--- src/rtl/core/quoted_printable_encoder_assert.svh ---
// Assertion macros for the quoted-printable encoder.
// Used by the top level; expects i_clk and i_rst_n in the including scope.
`ifndef QUOTED_PRINTABLE_ENCODER_ASSERT_SVH
`define QUOTED_PRINTABLE_ENCODER_ASSERT_SVH

// The consequent must hold in the same cycle as the antecedent.
`define QPE_ASSERT_SAME(label, ante, cons, msg) \
    label: assert property (@(posedge i_clk) disable iff (!i_rst_n) \
        (ante) |-> (cons)) else $error(msg);

// The consequent must hold in the cycle after the antecedent.
`define QPE_ASSERT_NEXT(label, ante, cons, msg) \
    label: assert property (@(posedge i_clk) disable iff (!i_rst_n) \
        (ante) |=> (cons)) else $error(msg);

`endif

--- src/rtl/core/qpe_pkg.sv ---
// Shared types, constants and functions for the quoted-printable encoder.
// No dependencies; all other files refer to it by scoped names.
package qpe_pkg;

    // Character codes used by the encoder.
    localparam logic [7:0] CH_EQ   = 8'h3D;
    localparam logic [7:0] CH_CR   = 8'h0D;
    localparam logic [7:0] CH_LF   = 8'h0A;
    localparam logic [7:0] CH_DOT  = 8'h2E;
    localparam logic [7:0] PASS_LO_A = 8'd33;
    localparam logic [7:0] PASS_HI_A = 8'd60;
    localparam logic [7:0] PASS_LO_B = 8'd62;
    localparam logic [7:0] PASS_HI_B = 8'd126;

    // Reset value of the maximum line length register.
    localparam logic [7:0] MAX_LINE_LEN_RST = 8'd73;

    // Descriptor queue geometry; the depth must be a power of two.
    localparam int QUEUE_DEPTH = 4;
    localparam int QUEUE_AW    = $clog2(QUEUE_DEPTH);
    localparam int QUEUE_CW    = $clog2(QUEUE_DEPTH + 1);

    // Positions within the soft break sequence.
    localparam logic [2:0] BRK_EQ = 3'd0;
    localparam logic [2:0] BRK_CR = 3'd1;
    localparam logic [2:0] BRK_LF = 3'd2;

    // One classified input byte, as handed from front to back.
    typedef struct packed {
        logic [7:0] data_byte;
        logic       esc;
        logic       brk;
        logic       last;
    } t_desc;

    // Write side of the descriptor queue.
    typedef struct packed {
        logic  push;
        t_desc desc;
    } t_push;

    // Read side of the descriptor queue.
    typedef struct packed {
        logic  valid;
        t_desc desc;
    } t_head;

    // True for a byte that is sent as itself.
    function automatic logic passes_through(input logic [7:0] b);
        logic in_range;
        in_range = ((b >= PASS_LO_A) && (b <= PASS_HI_A)) ||
                   ((b >= PASS_LO_B) && (b <= PASS_HI_B));
        return in_range && (b != CH_DOT);
    endfunction

    // Upper-case hex character for one nibble.
    function automatic logic [7:0] hex_digit(input logic [3:0] v);
        logic [7:0] r;
        if (v < 4'd10) begin
            r = 8'h30 + {4'd0, v};
        end else begin
            r = 8'h41 + {4'd0, v} - 8'd10;
        end
        return r;
    endfunction

endpackage

--- src/rtl/core/qpe_front.sv ---
// Front end of the quoted-printable encoder: accepts and classifies bytes.
// Holds the line count and the maximum line length register; uses qpe_pkg.
module qpe_front (
    input  logic              i_clk,
    input  logic              i_rst_n,
    input  logic              i_in_valid,
    input  logic [7:0]        i_data_byte,
    input  logic              i_message_last,
    input  logic              i_cfg_valid,
    input  logic [7:0]        i_cfg_max_line_len,
    input  logic              i_queue_full,
    output logic              o_in_stall,
    output qpe_pkg::t_push    o_push
);

    logic [7:0] r_line_count;
    logic [7:0] n_line_count;
    logic [7:0] r_max_line_len;
    logic       accept;
    logic       pass;
    logic [9:0] count_new;
    logic       brk;

    // The queue alone can hold back the input.
    assign o_in_stall = i_queue_full;
    assign accept     = i_in_valid && !i_queue_full;

    // Classify the byte and work out the line count after it.
    always_comb begin
        pass      = qpe_pkg::passes_through(i_data_byte);
        count_new = {2'd0, r_line_count} + (pass ? 10'd1 : 10'd3);
        // Compare count >= max - 3 as count + 3 >= max to stay unsigned.
        brk       = (count_new + 10'd3) >= {2'd0, r_max_line_len};
        if (brk || i_message_last) begin
            n_line_count = 8'd0;
        end else begin
            n_line_count = count_new[7:0];
        end
    end

    // Descriptor pushed into the queue.
    always_comb begin
        o_push.push           = accept;
        o_push.desc.data_byte = i_data_byte;
        o_push.desc.esc       = !pass;
        o_push.desc.brk       = brk;
        o_push.desc.last      = i_message_last;
    end

    // Line count and configuration register.
    always_ff @(posedge i_clk) begin
        if (!i_rst_n) begin
            r_line_count   <= 8'd0;
            r_max_line_len <= qpe_pkg::MAX_LINE_LEN_RST;
        end else begin
            if (accept) begin
                r_line_count <= n_line_count;
            end
            if (i_cfg_valid) begin
                r_max_line_len <= i_cfg_max_line_len;
            end
        end
    end

endmodule

--- src/rtl/core/qpe_queue.sv ---
// Short descriptor queue between the front and back of the encoder.
// Register-based FIFO of qpe_pkg::t_desc entries; uses qpe_pkg.
module qpe_queue (
    input  logic              i_clk,
    input  logic              i_rst_n,
    input  qpe_pkg::t_push    i_push,
    input  logic              i_pop,
    output logic              o_full,
    output qpe_pkg::t_head    o_head
);

    qpe_pkg::t_desc                 r_mem [qpe_pkg::QUEUE_DEPTH];
    logic [qpe_pkg::QUEUE_AW-1:0]   r_wr_ptr;
    logic [qpe_pkg::QUEUE_AW-1:0]   r_rd_ptr;
    logic [qpe_pkg::QUEUE_CW-1:0]   r_count;

    assign o_full       = (r_count == qpe_pkg::QUEUE_CW'(qpe_pkg::QUEUE_DEPTH));
    assign o_head.valid = (r_count != '0);
    assign o_head.desc  = r_mem[r_rd_ptr];

    // Entry storage.
    always_ff @(posedge i_clk) begin
        if (i_push.push) begin
            r_mem[r_wr_ptr] <= i_push.desc;
        end
    end

    // Pointers wrap naturally since the depth is a power of two.
    always_ff @(posedge i_clk) begin
        if (!i_rst_n) begin
            r_wr_ptr <= '0;
            r_rd_ptr <= '0;
            r_count  <= '0;
        end else begin
            if (i_push.push) begin
                r_wr_ptr <= r_wr_ptr + 1'b1;
            end
            if (i_pop) begin
                r_rd_ptr <= r_rd_ptr + 1'b1;
            end
            case ({i_push.push, i_pop})
                2'b10:   r_count <= r_count + 1'b1;
                2'b01:   r_count <= r_count - 1'b1;
                default: r_count <= r_count;
            endcase
        end
    end

endmodule

--- src/rtl/core/qpe_back.sv ---
// Quoted-printable back end: emits one output word per cycle unless stalled.
// Walks the characters of the queue head into an output register; uses qpe_pkg.
module qpe_back (
    input  logic              i_clk,
    input  logic              i_rst_n,
    input  qpe_pkg::t_head    i_head,
    output logic              o_pop,
    input  logic              i_out_stall,
    output logic              o_out_valid,
    output logic [7:0]        o_out_byte,
    output logic              o_run_last,
    output logic              o_message_end
);

    logic [2:0] r_idx;
    logic       r_valid;
    logic [7:0] r_byte;
    logic       r_run_last;
    logic       r_msg_end;
    logic       load_en;
    logic       step;
    logic [2:0] last_idx;
    logic       final_one;
    logic       in_break;
    logic [2:0] brk_pos;
    logic [7:0] brk_char;
    logic [7:0] n_byte;

    // The output register takes a new word when empty or being drained.
    assign load_en   = !r_valid || !i_out_stall;
    assign step      = load_en && i_head.valid;
    assign last_idx  = (i_head.desc.esc ? 3'd2 : 3'd0) + (i_head.desc.brk ? 3'd3 : 3'd0);
    assign final_one = (r_idx == last_idx);
    assign o_pop     = step && final_one;

    // Pick the character at the current position.
    always_comb begin
        in_break = i_head.desc.esc ? (r_idx >= 3'd3) : (r_idx >= 3'd1);
        brk_pos  = i_head.desc.esc ? (r_idx - 3'd3) : (r_idx - 3'd1);
        case (brk_pos)
            qpe_pkg::BRK_EQ: brk_char = qpe_pkg::CH_EQ;
            qpe_pkg::BRK_CR: brk_char = qpe_pkg::CH_CR;
            qpe_pkg::BRK_LF: brk_char = qpe_pkg::CH_LF;
            default:         brk_char = qpe_pkg::CH_LF;
        endcase
        if (in_break) begin
            n_byte = brk_char;
        end else if (!i_head.desc.esc) begin
            n_byte = i_head.desc.data_byte;
        end else begin
            case (r_idx)
                3'd0:    n_byte = qpe_pkg::CH_EQ;
                3'd1:    n_byte = qpe_pkg::hex_digit(i_head.desc.data_byte[7:4]);
                default: n_byte = qpe_pkg::hex_digit(i_head.desc.data_byte[3:0]);
            endcase
        end
    end

    // Character position within the current item.
    always_ff @(posedge i_clk) begin
        if (!i_rst_n) begin
            r_idx <= 3'd0;
        end else if (step) begin
            r_idx <= final_one ? 3'd0 : r_idx + 3'd1;
        end
    end

    // Output register.
    always_ff @(posedge i_clk) begin
        if (!i_rst_n) begin
            r_valid <= 1'b0;
        end else if (load_en) begin
            r_valid <= i_head.valid;
        end
    end

    always_ff @(posedge i_clk) begin
        if (step) begin
            r_byte     <= n_byte;
            r_run_last <= final_one;
            r_msg_end  <= final_one && i_head.desc.last;
        end
    end

    assign o_out_valid   = r_valid;
    assign o_out_byte    = r_byte;
    assign o_run_last    = r_run_last;
    assign o_message_end = r_msg_end;

endmodule

--- src/rtl/core/quoted_printable_encoder.sv ---
// Quoted-printable encoder. An accepted byte passes through a 4-entry
// descriptor queue and the single output register. A byte yields 1 to 6
// output words (1 or 3 encoded characters plus 3 for a soft break), one word
// per cycle while the output is not stalled; the queue lets input run ahead.
// Reset (synchronous, active low) empties the queue, clears the line count
// and loads 73 into the maximum line length register.
module quoted_printable_encoder (
    input  logic       i_clk,
    input  logic       i_rst_n,
    input  logic       i_in_valid,
    output logic       o_in_stall,
    input  logic [7:0] i_data_byte,
    input  logic       i_message_last,
    output logic       o_out_valid,
    input  logic       i_out_stall,
    output logic [7:0] o_out_byte,
    output logic       o_run_last,
    output logic       o_message_end,
    input  logic       i_cfg_valid,
    output logic       o_cfg_ready,
    input  logic [7:0] i_cfg_max_line_len
);

    `include "quoted_printable_encoder_assert.svh"

    qpe_pkg::t_push push;
    qpe_pkg::t_head head;
    logic           queue_full;
    logic           pop;

    // The configuration register accepts a word in any cycle.
    assign o_cfg_ready = 1'b1;

    // Front end: classification and line counting.
    qpe_front u_front (
        .i_clk              (i_clk),
        .i_rst_n            (i_rst_n),
        .i_in_valid         (i_in_valid),
        .i_data_byte        (i_data_byte),
        .i_message_last     (i_message_last),
        .i_cfg_valid        (i_cfg_valid),
        .i_cfg_max_line_len (i_cfg_max_line_len),
        .i_queue_full       (queue_full),
        .o_in_stall         (o_in_stall),
        .o_push             (push)
    );

    // Descriptor queue.
    qpe_queue u_queue (
        .i_clk   (i_clk),
        .i_rst_n (i_rst_n),
        .i_push  (push),
        .i_pop   (pop),
        .o_full  (queue_full),
        .o_head  (head)
    );

    // Back end: character sequencing and output register.
    qpe_back u_back (
        .i_clk         (i_clk),
        .i_rst_n       (i_rst_n),
        .i_head        (head),
        .o_pop         (pop),
        .i_out_stall   (i_out_stall),
        .o_out_valid   (o_out_valid),
        .o_out_byte    (o_out_byte),
        .o_run_last    (o_run_last),
        .o_message_end (o_message_end)
    );

    // A raw line feed only ever closes a soft break, so it ends its run.
    `QPE_ASSERT_SAME(a_lf_ends_run, o_out_valid && (o_out_byte == qpe_pkg::CH_LF), o_run_last, "line feed not at end of run")

    // A carriage return that leaves is followed at once by the line feed.
    `QPE_ASSERT_NEXT(a_cr_then_lf, o_out_valid && !i_out_stall && (o_out_byte == qpe_pkg::CH_CR), o_out_valid && (o_out_byte == qpe_pkg::CH_LF), "carriage return not followed by line feed")

    // The end of a message is always the end of a run.
    `QPE_ASSERT_SAME(a_msg_end_run, o_out_valid && o_message_end, o_run_last, "message end off run end")

    // The front never pushes into a full queue.
    `QPE_ASSERT_SAME(a_no_overflow, push.push, !queue_full, "push into full queue")

endmodule

--- config.mk ---
export PLATFORM = sky130hd
export DESIGN_NAME = quoted_printable_encoder
export DESIGN_NICKNAME = d
export VERILOG_FILES = /design/src/rtl/core/qpe_pkg.sv /design/src/rtl/core/qpe_front.sv /design/src/rtl/core/qpe_queue.sv /design/src/rtl/core/qpe_back.sv /design/src/rtl/core/quoted_printable_encoder.sv
export VERILOG_INCLUDE_DIRS = /design/src /design/src/rtl/core
export SDC_FILE = /design/constraint.sdc
export NUM_CORES = 1
export LEC_CHECK = 0
export BUFFER_PORTS_ARGS = -buffer_cell sky130_fd_sc_hd__buf_2
export CAP_MARGIN = 20
export CORE_MARGIN = 8
export CORE_UTILIZATION = 55
export DETAILED_ROUTE_END_ITERATION = 8
export HOLD_SLACK_MARGIN = 0.03
export PLACE_DENSITY = 0.74
export SLEW_MARGIN = 20
export SYNTH_ARGS = -nofsm -noshare
export SYNTH_HDL_FRONTEND = slang
export SYNTH_SLANG_ARGS = --single-unit
export TNS_END_PERCENT = 30
--- constraint.sdc ---
create_clock -name i_clk -period 4.8 [get_ports i_clk]
set_clock_uncertainty 0.1 [all_clocks]
set_input_delay 0.48 -clock i_clk [delete_from_list [all_inputs] [get_ports i_clk]]
set_output_delay 0.48 -clock i_clk [all_outputs]
set_load 0.1 [all_outputs]
; ---- Word-level counts from Yosys, hierarchy flattened
; Memories as Yosys holds them, arrays and structs flattened. A register that Yosys moved wholly into a read port is not among the register bits.
; Cells that the tools add are included.
; Widths: inputs -> output; s select.
[classes]
addsub = 16
magnitude_cmp = 9
n_eq_ne = 7
n_mux = 18
n_reduce_logical = 18
[ops]
columns = cell, count
row1 = $mux 8, 5
row2 = $add 7x4->8 const A, 2
row3 = $ge 8x6->1 const B, 2
row4 = $pmux 8 s2, 1
row5 = $sub 8x4->8 const B, 2
row6 = $add 6x4->7 const A, 2
row7 = $pmux 6 s2, 1
row8 = $add 10x2->10 const B, 1
row9 = $add 8x10->10, 1
row10 = $ge 10x8->1, 1
row11 = $mux 2, 5
row12 = $le 8x6->1 const B, 1
row13 = $le 8x7->1 const B, 1
row14 = $lt 4x4->1 const B, 2
row15 = $ne 8x6->1 const B, 1
row16 = $logic_and 1x1->1, 7
row17 = $add 3x1->3 const B, 2
row18 = $eq 3x1->1 const B, 2
row19 = $logic_not 3->1, 2
row20 = $mux 3, 2
row21 = $pmux 3 s2, 1
row22 = $sub 3x1->3 const B, 2
row23 = $add 2x1->2 const B, 2
row24 = $logic_not 1->1, 4
row25 = 12 further kinds, 16
[totals]
reg_bits = 37
mem_bits_rw = 44
inputBits = 22
output_inout_bits = 13
elab_cells = 79
mem_count = 1
[mem_list]
columns = name, words, word_bits, rd, rd_ports_with_merged_regs, write_ports, line
row1 = u_queue.r_mem, 4, 11, 1, 1, 1, qpe_queue.sv:12  ; qpe_pkg::t_desc r_mem [qpe_pkg::QUEUE_DEPTH];

; ---- Depth between registers and ports, before layout
[depth]
depth_word = 10
ltp_mapped = 20
ltp_nobuf = 19

; ---- Modules after synthesis
; A second synthesis with hierarchy kept.
[unflattened]
hier_cells = 382
hier_area_um2 = 4513.1
[by_module_without_submodules]
columns = mod, instances, cells_each, area_per_inst_um2, seq_area_each_um2
row1 = qpe_queue, 1, 99, 2031.9, 1501.4
row2 = qpe_front, 1, 170, 1380.1, 320.3
row3 = qpe_back, 1, 111, 1089.8, 380.4
row4 = quoted_printable_encoder, 1, 2, 11.3, 0.0

; ---- Worst setup path after synthesis
; Ideal clock, no wire load.
[synth_path]
kind = input-to-reg
startpoint = in i_data_byte[3]
endpoint = reg u_front.r_line_count[0]
setup_ns = 0.070
arrival_time_ns = 3.937
required_time_ns = 4.630
path_slack_ns = 0.693
stages = 20
path_buffers = 1
cell_sequence = nor3_1 -> a21oi_1 -> o311ai_0 -> nand2_1 -> nand2b_1 -> inv_1 -> fa_1 -> and3b_1 -> buf_2 -> xnor2_1 -> nor3b_1 -> o211ai_1 -> xnor2_1 -> ha_1 -> a21oi_1 -> o21ai_0 -> a41oi_2 -> nand3b_1 -> or3_1 -> a21boi_1
[synth_via]
elab_chain_len = 10
word_cells_on_any_way = 15
classes_between = add/sub: 2 / order compare: 5 / eq/ne: 1 / mux: 2 / reduce/logical: 5
[synth_lines]
columns = item, line
row1 = from (decl), quoted_printable_encoder.sv:12  ; input logic [7:0] i_data_byte,
row2 = "$ge 8x6->1, or another cell as far along", qpe_pkg.sv:51  ; in_range = ((b >= PASS_LO_A) && (b <= PASS_HI_A)) ||
row3 = "$logic_and 1x1->1, on equally long branches", "qpe_pkg.sv:51, qpe_pkg.sv:52"
row4 = $logic_or 1x1->1, qpe_pkg.sv:51
row5 = $logic_and 1x1->1 *, qpe_pkg.sv:53  ; return in_range && (b != CH_DOT);
row6 = $mux 2 *, qpe_front.sv:31  ; count_new = {2'd0, r_line_count} + (pass ? 10'd1 : 10'd3);
row7 = $add 8x10->10 *, qpe_front.sv:31
row8 = $add 10x2->10 *, qpe_front.sv:33  ; brk = (count_new + 10'd3) >= {2'd0, r_max_line_len};
row9 = $ge 10x8->1 *, qpe_front.sv:33
row10 = $logic_or 1x1->1 *, qpe_front.sv:34  ; if (brk || i_message_last) begin
row11 = $mux 8 *, qpe_front.sv:34
row12 = to (signal assigned), qpe_front.sv:57  ; r_line_count <= n_line_count;
row13 = to (decl), qpe_front.sv:16  ; logic [7:0] r_line_count;
; Mark *: on every way between the ends. The rest lies on a longest branch, timed or not.
; A chain may end at the register's enable or synchronous reset.

; ---- Worst setup path in the final report
; Same ends and word-level chain as after synthesis.

==> flow_summary.toml <==
[clock_network]
cts_buffers = 9
clk_pin_slew_ns = 0.08
clock_sinks = 83
holdBufCountCts = 0
clk_latency_ns = 0.35
cts_setup_buffers = 0
root_buffer = "clkbuf_8"
cts_tree = "done"
postCtsResizedCells = 0
h-tree-depth = 3
cts_max_path_buffers = 2

[place]
hpwlAfterDp_um = 5580
routabilityCongestion = 0.825
place_area_um2 = 4570
portBuffers = 33
dp.cells = 502

[layout]
fill_cells = 612
drive_above_1_share_pct = 15.6
seq_area_um2 = 2200
stdcell_area_um2 = 4780
antenna-diode-count = 0
utilization_pct = 62.1
final_cells = 518
layout_common_cells = "54 x edfxtp_1, 34 x nand2_1, 33 x buf_2"
area_delta_synth_final_pct = 9.81
fin_nets = 458
final_common_cell = "edfxtp_1"
multi_input_area_um2 = 1950

[yosys]
synth_area_um2 = 4350
syn_avg_cell_area_um2 = 11.4
synthArstFlopShare_pct = 0
netlist_instances = 381
synth_nets = 428
synth.distinct_cells = 63
yosys_warnings = 0
synth_flop_cell = "edfxtp_1"
synth-edff-count = 54
ys_ff_latch = 83
ys_seq_area_share_pct = 50.6

[routing]
totalWireLength_um = 7900
avgViaCountPerCell = 5.59
final_antenna_net_count = 0
num_vias = 2895
drtIter0Drc = 136
drcViolationCount = 0
wire_per_inst_um = 15.2
drt_pass1_iterations = 4

[power_and_ir_drop]
ir_worst_vdd_uv = 192
pwr-share-clk_pct = 20.2
p_leak_nw = 1.84
netSwitchingFraction_pct = 42.0
pwr-share-seq_pct = 36.9
combPwrFrac_pct = 43.0
p_switching_mw = 1.11
internal_power_mw = 1.53
power_density_nw_per_um2 = 554

[run]
cap_violations = 0

[min_path]
hp-class = "in -> reg"
min_from = "i_cfg_max_line_len[6]"

[setup_path]
crit_fanout = 6
reg2reg_from = "u_front.r_line_count[0]"
arrival_ns = 4.47
path_class = "in -> reg"
rrSetupSlack_ns = 0.91
startpoint = "i_data_byte[3]"
endpoint = "u_front.r_line_count[0]"
cp.required_ns = 4.99
reg2regPathDepth = 14
end_kind = "register"
start_kind = "primary input"
r2r_end = "u_front.r_line_count[0]"

[grt]
grt_max_degree = 26
grt_use_total_pct = 14.7
grt_pass1_wl_um = 13100
antenna_found_initial = 0
grt_pass1_vias = 2841
grt_overflow_total = 0

[floorplan]
start_util_pct = 56.6
rows = 32
die_x_um = 105
coreArea_um2 = 7690
io_pins = 35
die_h_um = 105
dieArea_um2 = 11000

[sta]
clock.fmax_ghz = 0.234
rsz0062_at_grt = "no"
worst_pin_slew_ns = 0.606
layout_min_cycle_time_ns = 4.28
fin_crit_sh_pct = 89.2
setup_violations = 0
slew_violations = 0
hold_viol = 0
fin_setup_tns_ns = 0
max-slew-margin-rel_pct = 59.6

[outcome]
status = "finished, final reports clean"
[cells in the mapped netlist, types with 6 or more instances]
master     n  area (µm²)
o21ai_1    8        40.0
nand2_1   34         128
nor3_1     8        40.0
xnor2_1   14         123
ha_1      23         288
and2_1    13        81.3
mux4_2     7         158
edfxtp_1  54        1620
inv_1     28         105
o21ai_0   16        80.1
nor2b_1   10        62.6
dfxtp_1   29         581
nor2_1    14        52.6
and3_1     6        37.5
mux2i_1    8        80.1
a21oi_1   10        50.1
a21o_1     7        52.6
[layout make-up]
cell class                 count  share of cell area [%]
sequential                    83                    46.1
multi-input combinational    253                    40.9
timing repair buffer          34                    3.62
clock buffer                  10                    2.67
tap                          102                    2.67
inverter                      30                    2.36
clock inverter                 6                    1.68
[state kept, by name, indices dropped and copies added (netlist names), named ones only]
| register | flops |
|---|---|
| u_queue.r_rd_ptr | 2 |
| u_back.o_message_end | 1 |
| u_back.o_out_valid | 1 |
| u_back.r_idx | 3 |
| u_queue.r_count | 3 |
| u_queue.r_wr_ptr | 2 |
| u_back.o_out_byte | 8 |
| u_back.o_run_last | 1 |
| u_front.r_line_count | 8 |
| u_queue.r_mem | 44 |
| u_front.r_max_line_len | 8 |
[cells by family (layout without fill, tap and decap cells)]
family / after synthesis / count (layout) / share of synthesized area (%)
multiplexers: 19 / 19 / 7.54
AO/OA/AOI/OAI: 71 / 71 / 11.2
other: 1 / 1 / 0.0862
buffers and inverters: 45 / 80 / 4.46
XOR/XNOR: 20 / 20 / 4.20
AND/OR/NAND/NOR: 117 / 117 / 14.4
flip-flops: 83 / 83 / 50.6
adder cells (fa/ha/maj): 25 / 25 / 7.54
[power by group through the flow]
stage               Sequential (mW)  Clock (mW)  Combinational, mW
floorplan                      1.34           0              0.599
CTS                           0.977       0.545               1.14
global route                  0.989       0.574               1.23
detailed placement            0.993           0               1.14
global placement              0.987           0               1.11
finish                        0.975       0.534               1.14
[per-stage QoR]
stage	hold WS [ns]	setup WS, ns	power [mW]
floorplan	0.349	0.693	1.94
CTS	0.225	0.509	2.66
finish	0.242	0.518	2.64
detailed placement	0.383	0.167	2.13
global route	0.236	0.0744	2.79
global placement	0.362	0.275	2.10
[critical path: stages]
cell and delay, ns:
buf_2 0.13, nor3_1 0.18, a21oi_1 0.05, o311ai_0 0.28, nand2_1 0.11, nand2b_1 0.18, inv_1 0.08, fa_1 0.44
and3b_1 0.37, xnor2_1 0.14, nor3b_1 0.32, o211ai_1 0.17, xnor2_1 0.15, ha_1 0.30, a21oi_1 0.12, o21ai_0 0.11
a41oi_2 0.25, nand3b_1 0.17, or3_1 0.33, a21boi_1 0.11
[routing by layer]
layer	up-vias	global-route usage [%]	share of wire, %
met5	-	0	0
met4	0	6.93	1.6
met3	12	3.19	6.3
met2	66	24.5	48
met1	1374	17.7	44
li1	1443	-	-
[how the worst min path moves through the flow]
stage,endpoint,slack (ns),cells after the start
3_5_place_dp,u_front.r_max_line_len[6],0.38,2
6_report,u_front.r_max_line_len[6],0.24,3
3_3_place_gp,u_back.o_out_valid,0.36,2
2_1_floorplan,u_front.r_max_line_len[0],0.35,2
4_1_cts,u_front.r_max_line_len[6],0.23,3
5_1_grt,u_front.r_max_line_len[0],0.24,3
No activity file was read; power rests on OpenSTA's default activity.
